`src/rtl/pfre_pkg.sv`:
```
`default_nettype none

package pfre_pkg;

  localparam int SCREEN_WIDTH  = 128;
  localparam int SCREEN_HEIGHT = 64;
  localparam int PAGE_COUNT    = (SCREEN_HEIGHT + 7) / 8;
  localparam int STORE_BYTES   = SCREEN_WIDTH * PAGE_COUNT;
  localparam int COL_W         = $clog2(SCREEN_WIDTH);
  localparam int PAGE_W        = (PAGE_COUNT > 1) ? $clog2(PAGE_COUNT) : 1;
  localparam int ROW_W         = PAGE_W + 3;
  localparam int ADDR_W        = $clog2(STORE_BYTES);

  typedef enum logic [2:0] {
    OP_FILL_SCREEN = 3'd0,
    OP_FILL_RECT   = 3'd1,
    OP_OUTLINE     = 3'd2,
    OP_INVERT      = 3'd3,
    OP_READ        = 3'd4
  } pfre_op_e;

  typedef enum logic [1:0] {
    MODE_CLEAR,
    MODE_SET,
    MODE_FLIP
  } pfre_mode_e;

  typedef enum logic [2:0] {
    ST_CLEAR,
    ST_IDLE,
    ST_SETUP,
    ST_FILL,
    ST_WALK,
    ST_DRAIN,
    ST_READ,
    ST_DONE
  } pfre_state_e;

  typedef struct packed {
    logic [2:0]         operation;
    logic signed [15:0] x_pos;
    logic signed [15:0] y_pos;
    logic signed [15:0] rect_width;
    logic signed [15:0] rect_height;
    logic               white;
    logic [6:0]         read_column;
    logic [2:0]         read_page;
  } pfre_in_t;

  typedef struct packed {
    logic [7:0] read_data;
    logic       touched;
  } pfre_out_t;

  typedef struct packed {
    logic             hit;
    logic             outline;
    pfre_mode_e       mode;
    logic             top;
    logic             bottom;
    logic             left;
    logic             right;
    logic [COL_W-1:0] xs;
    logic [COL_W-1:0] xl;
    logic [ROW_W-1:0] ys;
    logic [ROW_W-1:0] yl;
  } pfre_clip_t;

  function automatic logic [ADDR_W-1:0] byte_addr(input logic [PAGE_W-1:0] page,
                                                  input logic [COL_W-1:0] col);
    logic [ADDR_W-1:0] base;
    base = ADDR_W'(page) * ADDR_W'(SCREEN_WIDTH);
    return base + ADDR_W'(col);
  endfunction

endpackage

`default_nettype wire

```
`src/rtl/pfre_clip.sv`:
```
`default_nettype none

module pfre_clip
  import pfre_pkg::*;
(
  input  wire pfre_in_t cmd_i,
  output pfre_clip_t    clip_o
);

  localparam logic signed [16:0] WIDTH_S  = 17'(SCREEN_WIDTH);
  localparam logic signed [16:0] HEIGHT_S = 17'(SCREEN_HEIGHT);

  logic signed [16:0] x_s, y_s, w_s, h_s;
  logic signed [16:0] xe, ye, xl_full, yl_full;

  always_comb begin
    x_s     = {cmd_i.x_pos[15], cmd_i.x_pos};
    y_s     = {cmd_i.y_pos[15], cmd_i.y_pos};
    w_s     = {cmd_i.rect_width[15], cmd_i.rect_width};
    h_s     = {cmd_i.rect_height[15], cmd_i.rect_height};
    xe      = x_s + w_s;
    ye      = y_s + h_s;
    xl_full = xe - 17'sd1;
    yl_full = ye - 17'sd1;

    clip_o.hit     = (w_s > 17'sd0) && (h_s > 17'sd0) && (x_s < WIDTH_S) &&
                     (y_s < HEIGHT_S) && (xe > 17'sd0) && (ye > 17'sd0);
    clip_o.outline = (cmd_i.operation == OP_OUTLINE);
    if (cmd_i.operation == OP_INVERT) begin
      clip_o.mode = MODE_FLIP;
    end else if (cmd_i.white) begin
      clip_o.mode = MODE_SET;
    end else begin
      clip_o.mode = MODE_CLEAR;
    end
    clip_o.left   = ~cmd_i.x_pos[15];
    clip_o.top    = ~cmd_i.y_pos[15];
    clip_o.right  = (xl_full < WIDTH_S);
    clip_o.bottom = (yl_full < HEIGHT_S);
    clip_o.xs     = (x_s > 17'sd0) ? COL_W'(x_s) : '0;
    clip_o.ys     = (y_s > 17'sd0) ? ROW_W'(y_s) : '0;
    clip_o.xl     = clip_o.right ? COL_W'(xl_full) : COL_W'(SCREEN_WIDTH - 1);
    clip_o.yl     = clip_o.bottom ? ROW_W'(yl_full) : ROW_W'(SCREEN_HEIGHT - 1);
  end

endmodule

`default_nettype wire

```
`config.mk`:
```
export PLATFORM = sky130hd
export DESIGN_NAME = pfre_clip
export DESIGN_NICKNAME = d
export VERILOG_FILES = /design/src/rtl/pfre_pkg.sv /design/src/rtl/pfre_clip.sv
export SDC_FILE = /design/constraint.sdc
export NUM_CORES = 1
export LEC_CHECK = 0
export BUFFER_PORTS_ARGS = -buffer_cell sky130_fd_sc_hd__buf_2
export CORE_ASPECT_RATIO = 0.6
export CORE_MARGIN = 2
export CORE_UTILIZATION = 56
export DETAILED_ROUTE_END_ITERATION = 6
export GPL_TIMING_DRIVEN = 0
export MAX_ROUTING_LAYER = met4
export PLACE_DENSITY = 0.95
export SLEW_MARGIN = 20
export SYNTH_ARGS = -nofsm -noshare
export SYNTH_HDL_FRONTEND = slang
export SYNTH_SLANG_ARGS = --single-unit
```
`constraint.sdc`:
```
create_clock -name vclk -period 9.5
set_input_delay 1.425 -clock vclk [all_inputs]
set_output_delay 1.425 -clock vclk [all_outputs]
set_load 0.02 [all_outputs]
```
Word-level counts from Yosys, hierarchy flattened

Index checks and enable logic that the tools add are counted.

Flip-flop bits (word level): 0
Bits of input ports: 78
Output and inout port bits: 34

Add/subtract/negate cells: 4
$lt $le $gt $ge: 10
Equal/unequal tests: 2
Muxes and demuxes: 6
Bitwise operators: 2
Reduce and logical (&&, ||, !) cells: 5

Operators with widths:

| operator              | number |
|---|---|
| $gt 16x1->1 const B   | 4 |
| $add 16x16->17        | 2 |
| $gt 17x1->1 const B   | 2 |
| $sub 17x2->17 const B | 2 |
| $lt 17x8->1 const B   | 1 |
| $lt 17x9->1 const B   | 1 |
| $lt 16x8->1 const B   | 1 |
| $lt 16x9->1 const B   | 1 |
| $mux 7                | 2 |
| $mux 6                | 2 |
| $eq 3x2->1 const B    | 2 |
| $logic_and 1x1->1     | 5 |
| $mux 2                | 1 |
| $not 1->1             | 2 |
| $mux 1                | 1 |

Longest topological paths before layout

Depth in word-level cells: 6
Gate-level depth with buffers: 12
Gate-level depth less buffers: 11

Worst setup path before layout

No wires, ideal clock.

Path kind: input to output
Start point: input port cmd_i[11] in the netlist's numbering
End point: output port clip_o[0] in the netlist's numbering
Data arrival time: 4.214 ns
Required time: 8.075 ns
Path slack: 3.861 ns
Stages on the path: 12
Path buffers: 1
Path through: ha_1 > inv_1 > fa_1 > nand2b_1 > a21o_1 > a211o_1 > and4b_1 > nor3_1 > and4_1 > buf_2 > a211oi_1 > a311oi_1

RTL lines:

| item        | line           | text |
|---|---|---|
| from (decl) | pfre_clip.sv:6 | `input wire pfre_in_t cmd_i,` |
| to (decl)   | pfre_clip.sv:7 | `output pfre_clip_t clip_o` |

==> impl_metrics.env <==
export IMPL_status="completed"
export IMPL_power_leakage_nw=1.52
export IMPL_period_share=0.652
export IMPL_post_cts_buffers=0
export IMPL_grtUsageTotal=0.351
export IMPL_yosysTopAreaCellShare=0.161
export IMPL_grt_pass1_vias=3217
export IMPL_end_kind="output pin"
export IMPL_slew_viol_final=0
export IMPL_viasPerCell=6.69
export IMPL_layout_nets=625
export IMPL_fin_setup_tns_ps=0
export IMPL_wl_mm=9.83
export IMPL_max_slew_margin=0.538
export IMPL_io_buffers=102
export IMPL_final_cells=570
export IMPL_synthAdderAreaFrac=0.176
export IMPL_route_detailed_drc=0
export IMPL_synth_nets=521
export IMPL_synth_commonest_cells="ha_1 (36), nand2_1 (29), nor2_1 (28), o21ai_0 (28), a21oi_1 (27)"
export IMPL_critical_path_max_fanout=10
export IMPL_yosysMostFrequentCell="ha_1"
export IMPL_setup_viol=0
export IMPL_grt_pass1_wl_mm=15.3
export IMPL_syn_avg_cell_area_um2=6.90
export IMPL_yosys_area_top_type="ha_1"
export IMPL_yosys_area_share_simple=0.309
export IMPL_worstSetupPathType="input pin to output pin"
export IMPL_drt_iter0_drc=514
export IMPL_placed_area_um2=3380
export IMPL_io_pins=112
export IMPL_ctsResizeCount=0
export IMPL_design_seq_count=0
export IMPL_die_x_um=95.2
export IMPL_grt_overflow=0
export IMPL_synth_top_family_by_area="compound AO/OA/AOI/OAI gates"
export IMPL_drive_above_1_share=0.243
export IMPL_cap_violations=0
export IMPL_regArea_um2=0
export IMPL_die_h_um=58.7
export IMPL_ant_nets=0
export IMPL_ir_drop_mv=0.0460
export IMPL_antenna_found_initial=0
export IMPL_netlist_area_um2=2790
export IMPL_worst_setup_path_start_kind="input pin"
export IMPL_wl_per_cell_um=17.3
export IMPL_syn_inst=405
export IMPL_crit_required_ps=8080
export IMPL_drt_pass1_iterations=5
export IMPL_clock_buffers=0
export IMPL_hpwl_mm=8.24
export IMPL_place_congestion=1.01
export IMPL_max_clock_freq_mhz=161
export IMPL_worst_pin_slew_ps=686
export IMPL_area_delta_synth_final_pct=21.1
export IMPL_finalHoldViolCount=0
export IMPL_initial_core_util=0.597
export IMPL_rsz0062_at_grt="no"
export IMPL_ys_warnings_count=0
export IMPL_yosys_top_cells_area="ha_1 (16%), o21ai_0 (5.0%), a21oi_1 (4.8%)"
export IMPL_final_min_clock_period_ps=6200
export IMPL_final_area_um2=3380
export IMPL_die_area_um2=5590
export IMPL_synth_xor_area_frac=0.0627
export IMPL_cp_data_arrival_time_ps=4770
export IMPL_seq_area_frac_synth=0
export IMPL_synth_mux_area_frac=0.0112
export IMPL_synth_cell_type_count=69
export IMPL_place_inst=570
export IMPL_synth_compound_area_frac=0.393
export IMPL_coreArea_um2=4680
export IMPL_hp_class="input pin to output pin"
export IMPL_grt_max_degree=11
export IMPL_vias=3812
export IMPL_antennaDiodeCount=0
export IMPL_postCtsHoldBufs=0
export IMPL_power_density_nw_per_um2=78.3
export IMPL_rows=19
cell families (layout without fill, tap and decap cells):
logic type | Yosys count | count (layout)
adders and majority gates | 38 | 38
AOI/OAI and AO/OA | 153 | 153
and+or+nand+nor | 156 | 156
muxes | 3 | 3
buffers and inverters | 35 | 137
xor gates and xnor gates | 20 | 20
layout make-up:
type / count / area [um2]
multi-input cells: 370 / 2660
fillers: 381 / 1300
repair buffers: 102 / 510
inverters: 24 / 90.1
well taps: 63 / 78.8
plain buffers: 11 / 47.5
through the flow:
step                utilization  setup slack [ps]  power, W  hold slack [ps]
floorplan                     -              3860  0.000182             2920
global placement          0.722              3560  0.000244             3110
detailed placement        0.722              3420  0.000255             3120
CTS                       0.722              3400  0.000256             3120
global route              0.722              3140  0.000287             3130
finish                    0.722              3300  0.000265             3110
worst max-delay path, stage by stage:
cell and delay, ps:
buf_2 110, ha_1 220, inv_1 70, fa_1 390, nand2b_1 200, a21o_1 210, a211oi_1 490, o21ai_0 160
a211oi_1 270, and4_1 360, buf_2 250, a211oi_1 110, a311oi_1 270, buf_2 220
per-layer routing:
metal / vias to the layer above / wire length, um / global-route usage
met4: 0 / 138 / 0.0269
met2: 249 / 4150 / 0.524
met3: 20 / 1250 / 0.0589
met5: - / 0 / -
li1: 1790 / - / -
met1: 1753 / 4300 / 0.515
layout by cell type, fill, tap and decap left out, types with 3 or more instances in the layout:
master	n
buf_2	107
ha_1	36
nand2_1	29
nor2_1	28
o21ai_0	28
a21oi_1	27
inv_1	24
a211oi_1	15
nor2b_1	13
nor3_1	12
nor4_1	10
xnor2_1	10
nand3_1	10
xor2_1	10
nand4_1	9
o211ai_1	9
a21o_1	8
and2_1	8
o21a_1	8
a311oi_1	6
clkbuf_1	6
nand2b_1	5
and4_1	5
nor3b_1	4
a31oi_1	4
a211o_1	4
and3_1	4
or3_1	3
a21oi_2	3
a2111oi_0	3
report_power, final:
group	switching (W)	internal [W]	leakage, nW
clock	0	0	0
combinational	0.000163	0.000102	1.52
sequential	0	0	0
worst paths after layout:
| check | startpoint | end | slack (ps) | cells after the start |
|---|---|---|---|---|
| hold / removal | cmd_i[77] | clip_o[32] | 3110 | 3 |
| setup / recovery | cmd_i[43] | clip_o[0] | 3300 | 14 |
Note: power is estimated with default switching activity, not from simulation.
