==> src/rtl/pfre_pkg.sv <==
`default_nettype none

package pfre_pkg;

  localparam int SCREEN_WIDTH  = 128;
  localparam int SCREEN_HEIGHT = 64;
  localparam int PAGE_COUNT    = (SCREEN_HEIGHT + 7) / 8;
  localparam int STORE_BYTES   = SCREEN_WIDTH * PAGE_COUNT;
  localparam int COL_W         = $clog2(SCREEN_WIDTH);
  localparam int PAGE_W        = (PAGE_COUNT > 1) ? $clog2(PAGE_COUNT) : 1;
  localparam int ROW_W         = PAGE_W + 3;
  localparam int ADDR_W        = $clog2(STORE_BYTES);

  typedef enum logic [2:0] {
    OP_FILL_SCREEN = 3'd0,
    OP_FILL_RECT   = 3'd1,
    OP_OUTLINE     = 3'd2,
    OP_INVERT      = 3'd3,
    OP_READ        = 3'd4
  } pfre_op_e;

  typedef enum logic [1:0] {
    MODE_CLEAR,
    MODE_SET,
    MODE_FLIP
  } pfre_mode_e;

  typedef enum logic [2:0] {
    ST_CLEAR,
    ST_IDLE,
    ST_SETUP,
    ST_FILL,
    ST_WALK,
    ST_DRAIN,
    ST_READ,
    ST_DONE
  } pfre_state_e;

  typedef struct packed {
    logic [2:0]         operation;
    logic signed [15:0] x_pos;
    logic signed [15:0] y_pos;
    logic signed [15:0] rect_width;
    logic signed [15:0] rect_height;
    logic               white;
    logic [6:0]         read_column;
    logic [2:0]         read_page;
  } pfre_in_t;

  typedef struct packed {
    logic [7:0] read_data;
    logic       touched;
  } pfre_out_t;

  typedef struct packed {
    logic             hit;
    logic             outline;
    pfre_mode_e       mode;
    logic             top;
    logic             bottom;
    logic             left;
    logic             right;
    logic [COL_W-1:0] xs;
    logic [COL_W-1:0] xl;
    logic [ROW_W-1:0] ys;
    logic [ROW_W-1:0] yl;
  } pfre_clip_t;

  function automatic logic [ADDR_W-1:0] byte_addr(input logic [PAGE_W-1:0] page,
                                                  input logic [COL_W-1:0] col);
    logic [ADDR_W-1:0] base;
    base = ADDR_W'(page) * ADDR_W'(SCREEN_WIDTH);
    return base + ADDR_W'(col);
  endfunction

endpackage

`default_nettype wire

==> src/rtl/pfre_mask.sv <==
`default_nettype none

module pfre_mask
  import pfre_pkg::*;
(
  input  wire pfre_clip_t        clip_i,
  input  wire logic [COL_W-1:0]  col_i,
  input  wire logic [PAGE_W-1:0] page_i,
  output logic [7:0]             mask_o
);

  logic       first_page, last_page;
  logic [2:0] lo, hi;
  logic [7:0] span, lo_mask, hi_mask, edge_mask;

  always_comb begin
    first_page = (page_i == clip_i.ys[ROW_W-1:3]);
    last_page  = (page_i == clip_i.yl[ROW_W-1:3]);
    lo         = first_page ? clip_i.ys[2:0] : 3'd0;
    hi         = last_page ? clip_i.yl[2:0] : 3'd7;
    lo_mask    = 8'hFF << lo;
    hi_mask    = 8'hFF >> (3'd7 - hi);
    span       = lo_mask & hi_mask;

    edge_mask = 8'h00;
    if (clip_i.top && first_page) begin
      edge_mask = edge_mask | (8'h01 << clip_i.ys[2:0]);
    end
    if (clip_i.bottom && last_page) begin
      edge_mask = edge_mask | (8'h01 << clip_i.yl[2:0]);
    end
    if (clip_i.left && (col_i == clip_i.xs)) begin
      edge_mask = edge_mask | span;
    end
    if (clip_i.right && (col_i == clip_i.xl)) begin
      edge_mask = edge_mask | span;
    end

    mask_o = clip_i.outline ? edge_mask : span;
  end

endmodule

`default_nettype wire

==> config.mk <==
export PLATFORM = sky130hd
export DESIGN_NAME = pfre_mask
export DESIGN_NICKNAME = d
export VERILOG_FILES = /design/src/rtl/pfre_pkg.sv /design/src/rtl/pfre_mask.sv
export SDC_FILE = /design/constraint.sdc
export NUM_CORES = 1
export LEC_CHECK = 0
export BUFFER_PORTS_ARGS = -buffer_cell sky130_fd_sc_hd__buf_4
export CORE_MARGIN = 4
export CORE_UTILIZATION = 40
export DETAILED_ROUTE_END_ITERATION = 7
export GPL_ROUTABILITY_DRIVEN = 0
export GPL_TIMING_DRIVEN = 0
export PLACE_DENSITY = 0.95
export SETUP_SLACK_MARGIN = 0.4
export SLEW_MARGIN = 20
export SYNTH_ARGS = -nofsm -noshare
export SYNTH_HDL_FRONTEND = slang
export SYNTH_SLANG_ARGS = --single-unit
==> constraint.sdc <==
create_clock -name vclk -period 1.8
set_input_delay 0.36 -clock vclk [all_inputs]
set_output_delay 0.36 -clock vclk [all_outputs]
set_load 0.01 [all_outputs]
Yosys cells after proc, flatten, opt, wreduce, memory -nomap -nowiden

Index checks and enable logic that the tools add are counted.

Output and inout port bits: 8
Bits of input ports: 44
Word-level logic and storage cells: 24
Register bits: 0

Mux-type cells: 7
Shift-type cells: 4
Equality and inequality tests: 4
Bitwise logic cells: 4
Reductions and logical operators: 4
Add/subtract/negate cells: 1

Operator list:

| cell                | number |
|---|---|
| $mux 8              | 5 |
| $or 8x8->8          | 3 |
| $shl 1x3->8 const A | 2 |
| $eq 7x7->1          | 2 |
| $and 8x8->8         | 1 |
| $shl 8x3->8 const A | 1 |
| $shr 8x3->8 const A | 1 |
| $eq 3x3->1          | 2 |
| $mux 3              | 2 |
| $logic_and 1x1->1   | 4 |
| $sub 3x3->3 const A | 1 |

Longest topological paths before layout

Depth after elaboration: 10
Depth in mapped cells: 6
Depth with buffers taken out: 5

Worst setup path after synthesis

OpenSTA, ideal clock, no wires.

Kind: in2out
From: in col_i[4]
To: out mask_o[6]
Path buffers: 0
Path slack: 170 ps
Data arrival time: 1,270 ps
Required time: 1,440 ps
Stages: 4
Cell sequence: xor2_1 nor4_2 a21oi_2 o31ai_1

Longest elaborated chain between the ends: 6
Elaborated cells on any way between the ends: 8
Those cells by class: eq/ne (2); mux (3); bitwise (1); reduce/logical (2)

RTL lines:

| item              | line            | source |
|---|---|---|
| from (decl)       | pfre_mask.sv:7  | `input wire logic [COL_W-1:0] col_i,` |
| $eq 7x7->1        | pfre_mask.sv:32 | `if (clip_i.left && (col_i == clip_i.xs)) begin` |
| $logic_and 1x1->1 | pfre_mask.sv:32 |  |
| $mux 8            | pfre_mask.sv:32 |  |
| $or 8x8->8        | pfre_mask.sv:36 | `edge_mask = edge_mask \| span;` |
| $mux 8 *          | pfre_mask.sv:35 | `if (clip_i.right && (col_i == clip_i.xl)) begin` |
| $mux 8 *          | pfre_mask.sv:39 | `mask_o = clip_i.outline ? edge_mask : span;` |
| to (decl)         | pfre_mask.sv:9  | `output logic [7:0] mask_o` |

Mark *: on every way between the ends. The rest lies on a longest branch, timed or not.

Worst setup path in the final report

From: in clip_i[10] in the netlist's numbering
To: out mask_o[4]

Longest elaborated chain between the ends: 10
Elaborated cells on any way between the ends: 13
Those cells by class: eq/ne (1); shift (1); mux (6); bitwise (4); reduce/logical (1)

RTL lines:

| item                                                                | line            | source |
|---|---|---|
| from (decl)                                                         | pfre_mask.sv:6  | `input wire pfre_clip_t clip_i,` |
| $eq 3x3->1 *                                                        | pfre_mask.sv:17 | `first_page = (page_i == clip_i.ys[ROW_W-1:3]);` |
| parallel branches: the longest is 8 deep, another holds $shl 8x3->8 | -               |  |
| $mux 8 *                                                            | pfre_mask.sv:39 |  |

Every way passes the cells marked *.

==> results.md <==
* GRT overflow at 0
* Layout cells sized above 1 at 0.5563
* Worst Setup Path Type: input pin to output port
* Fillers at 42
* Final worst slack at -0.1936 ns
* CP arrival at 1.63 ns
* Mapped cell area at 573.1 um^2
* Worst EP required at 1.44 ns
* Die W at 45.85 um
* Hold Path Origin: clip_i[1]
* IO Port Bufs at 46
* Seq cells at 0
* Final WL at 3.688 mm
* WHS Path Cells at 4
* Seq/Total Area, Yosys at 0
* Total track usage at 0.3267
* CP Buf/Inv Count at 2
* Placed cell areas at 987.2 um^2
* Synthesized netlist cell count at 90
* Worst-Margin Slew at 0.4696 ns
* Placed cells at 151
* Leak Pwr at 0.5073 nW
* Synth cell types at 27
* Final core occ at 0.9373
* # hold bufs at CTS at 0
* Footprint of the multi-input gates at 739.5 um^2
* Maximum clock rate at 501.6 MHz
* Setup violators final at 8
* Synth area leaders: xnor2_1 (21%), nand2_1 (9.8%), xor2_1 (9.2%), o21ai_0 (7.0%), o22ai_1 (6.6%)
* Peak VDD IR at 0.1670 mV
* Syn nets at 134
* Area delta synth->final at 115.5%
* Design Area, Final at 0.001235 mm^2
* Number of synthesis warnings at 0
* CP max stage cell: o32ai_1
* Crit path max-delay family: compound AO/OA/AOI/OAI gates
* Post-route DRC violation count at 0
* Via/cell ratio at 6.892
* Violated checks: setup timing
* Status: finished, violations left
* Final Total Pwr at 0.3429 mW
* Fin. Hold Viols at 0
* Hpwl dp at 1.672 mm
* Worst Hold Class: input pin to output port
* Hold Path End: mask_o[2]
* Reg area at 0 um^2
* Final Non-Filler Cells at 157
* Number of cell rows at 13
* Post-synth top area share at 0.2140
* Ant. Diodes at 0
* First-pass GRT wire length at 4.988 mm
* CP cell instances: buf_8 -> xnor2_4 -> nand4b_1 -> o32ai_1 -> nand2_1 -> o21ai_1 -> buf_4
* Core outline area at 0.001318 mm^2
* Crit share post-route at 1.108
* Fin Setup TNS at -1.246 ns
* # IOs at 52
* Area leader, netlist: xnor2_1
* Initial Util at 0.4349
* Min cycle time layout at 1.994 ns
* Max Cap Violations at 0
* CP Depth at 7
* Top cells by count, synth: nand2_1 (15), xnor2_1 (14), o21ai_0 (8), o22ai_1 (6), xor2_1 (6)
* Max_slew headroom at 0.6869
* Slew Limit Fails at 0
* Pwr dens at 277.6 mW/mm^2
* WHS at 1.171 ns
* Die ar. at 0.002102 mm^2
* Top-count cell post-synth: nand2_1
* CLK BUF at 0
* Worst slack at placement at -0.05740 ns
* RSZ-0062 raised after global routing: true
* Setup crit end kind: output port
* WL per Instance at 23.49 um
* CP Launch Type: input pin
* Via count at 1082
* Initial antenna violation count at 0
* CP Max Fanout at 4
* Final #Nets at 188
* TritonRoute pass-1 iters at 4
* Vias in the first global route at 1015
* Final ANT Viol Nets at 0
* Largest net degree at the start of global routing at 10
* Max incr delay on CP at 0.32 ns
* Avg Cell Area, Syn at 6.367 um^2
* Die height at 45.85 um
* Starting DRC count in detailed routing at 67
## layout make-up
type / instances / share of cell area
plain buffers: 3 / 0.01114
well taps: 15 / 0.01520
multi-input cells: 85 / 0.5988
inverters: 2 / 0.006079
repair buffers: 52 / 0.3688
## where the power goes
group / internal, mW / leakage, nW / switching (mW)
sequential: 0 / 0 / 0
clock: 0 / 0 / 0
combinational: 0.179 / 0.507 / 0.164
total: 0.179 / 0.507 / 0.164
## cells by family (layout without fill, tap and decap cells)
group / Yosys count / in the layout / share of synthesized area
buf+inv: 5 / 57 / 0.03494
simple gates: 37 / 37 / 0.3581
xor+xnor: 20 / 20 / 0.3057
compound gates: 28 / 28 / 0.3013
## timing repair
| item | in CTS | in global routing |
|---|---|---|
| pin swaps | 11 | 10 |
| setup buffers | 3 | 3 |
| resized for setup | 27 | 11 |
| hold endpoints to repair | 0 | 0 |
| gates cloned | 0 | 0 |
| setup endpoints to repair | 8 | 8 |
## worst min-delay path, cell delays in order
cell,delay (ns)
buf_4,0.12
o22ai_2,0.08
o21ai_1,0.12
buf_4,0.12
## how the worst max path moves through the flow
stage	to	slack (ns)	startpoint
after floorplan	mask_o[6]	0.24	col_i[4]
after global placement	mask_o[0]	-0.03	clip_i[11]
after detailed placement	mask_o[1]	-0.06	page_i[2]
after CTS	mask_o[6]	-0.008	clip_i[16]
after global routing	mask_o[7]	-0.18	clip_i[24]
final	mask_o[4]	-0.19	clip_i[10]
## per-layer routing
layer / share of wire / GRT usage
met3: 0.13 / 0.08696
met2: 0.47 / 0.5687
met5: 0 / 0
met1: 0.34 / 0.3884
met4: 0.065 / 0.08523
## cells in the final DEF, fill, tap and decap left out, types with 3 or more instances in the layout
master	n
nand4_1	4
nand2_1	15
xnor2_4	6
o21ai_1	9
a21oi_1	3
xor2_1	5
buf_4	39
o22ai_2	5
nor2_1	3
xnor2_1	8
buf_6	10
nand2b_1	3
No activity file was read; power rests on OpenSTA's default activity.
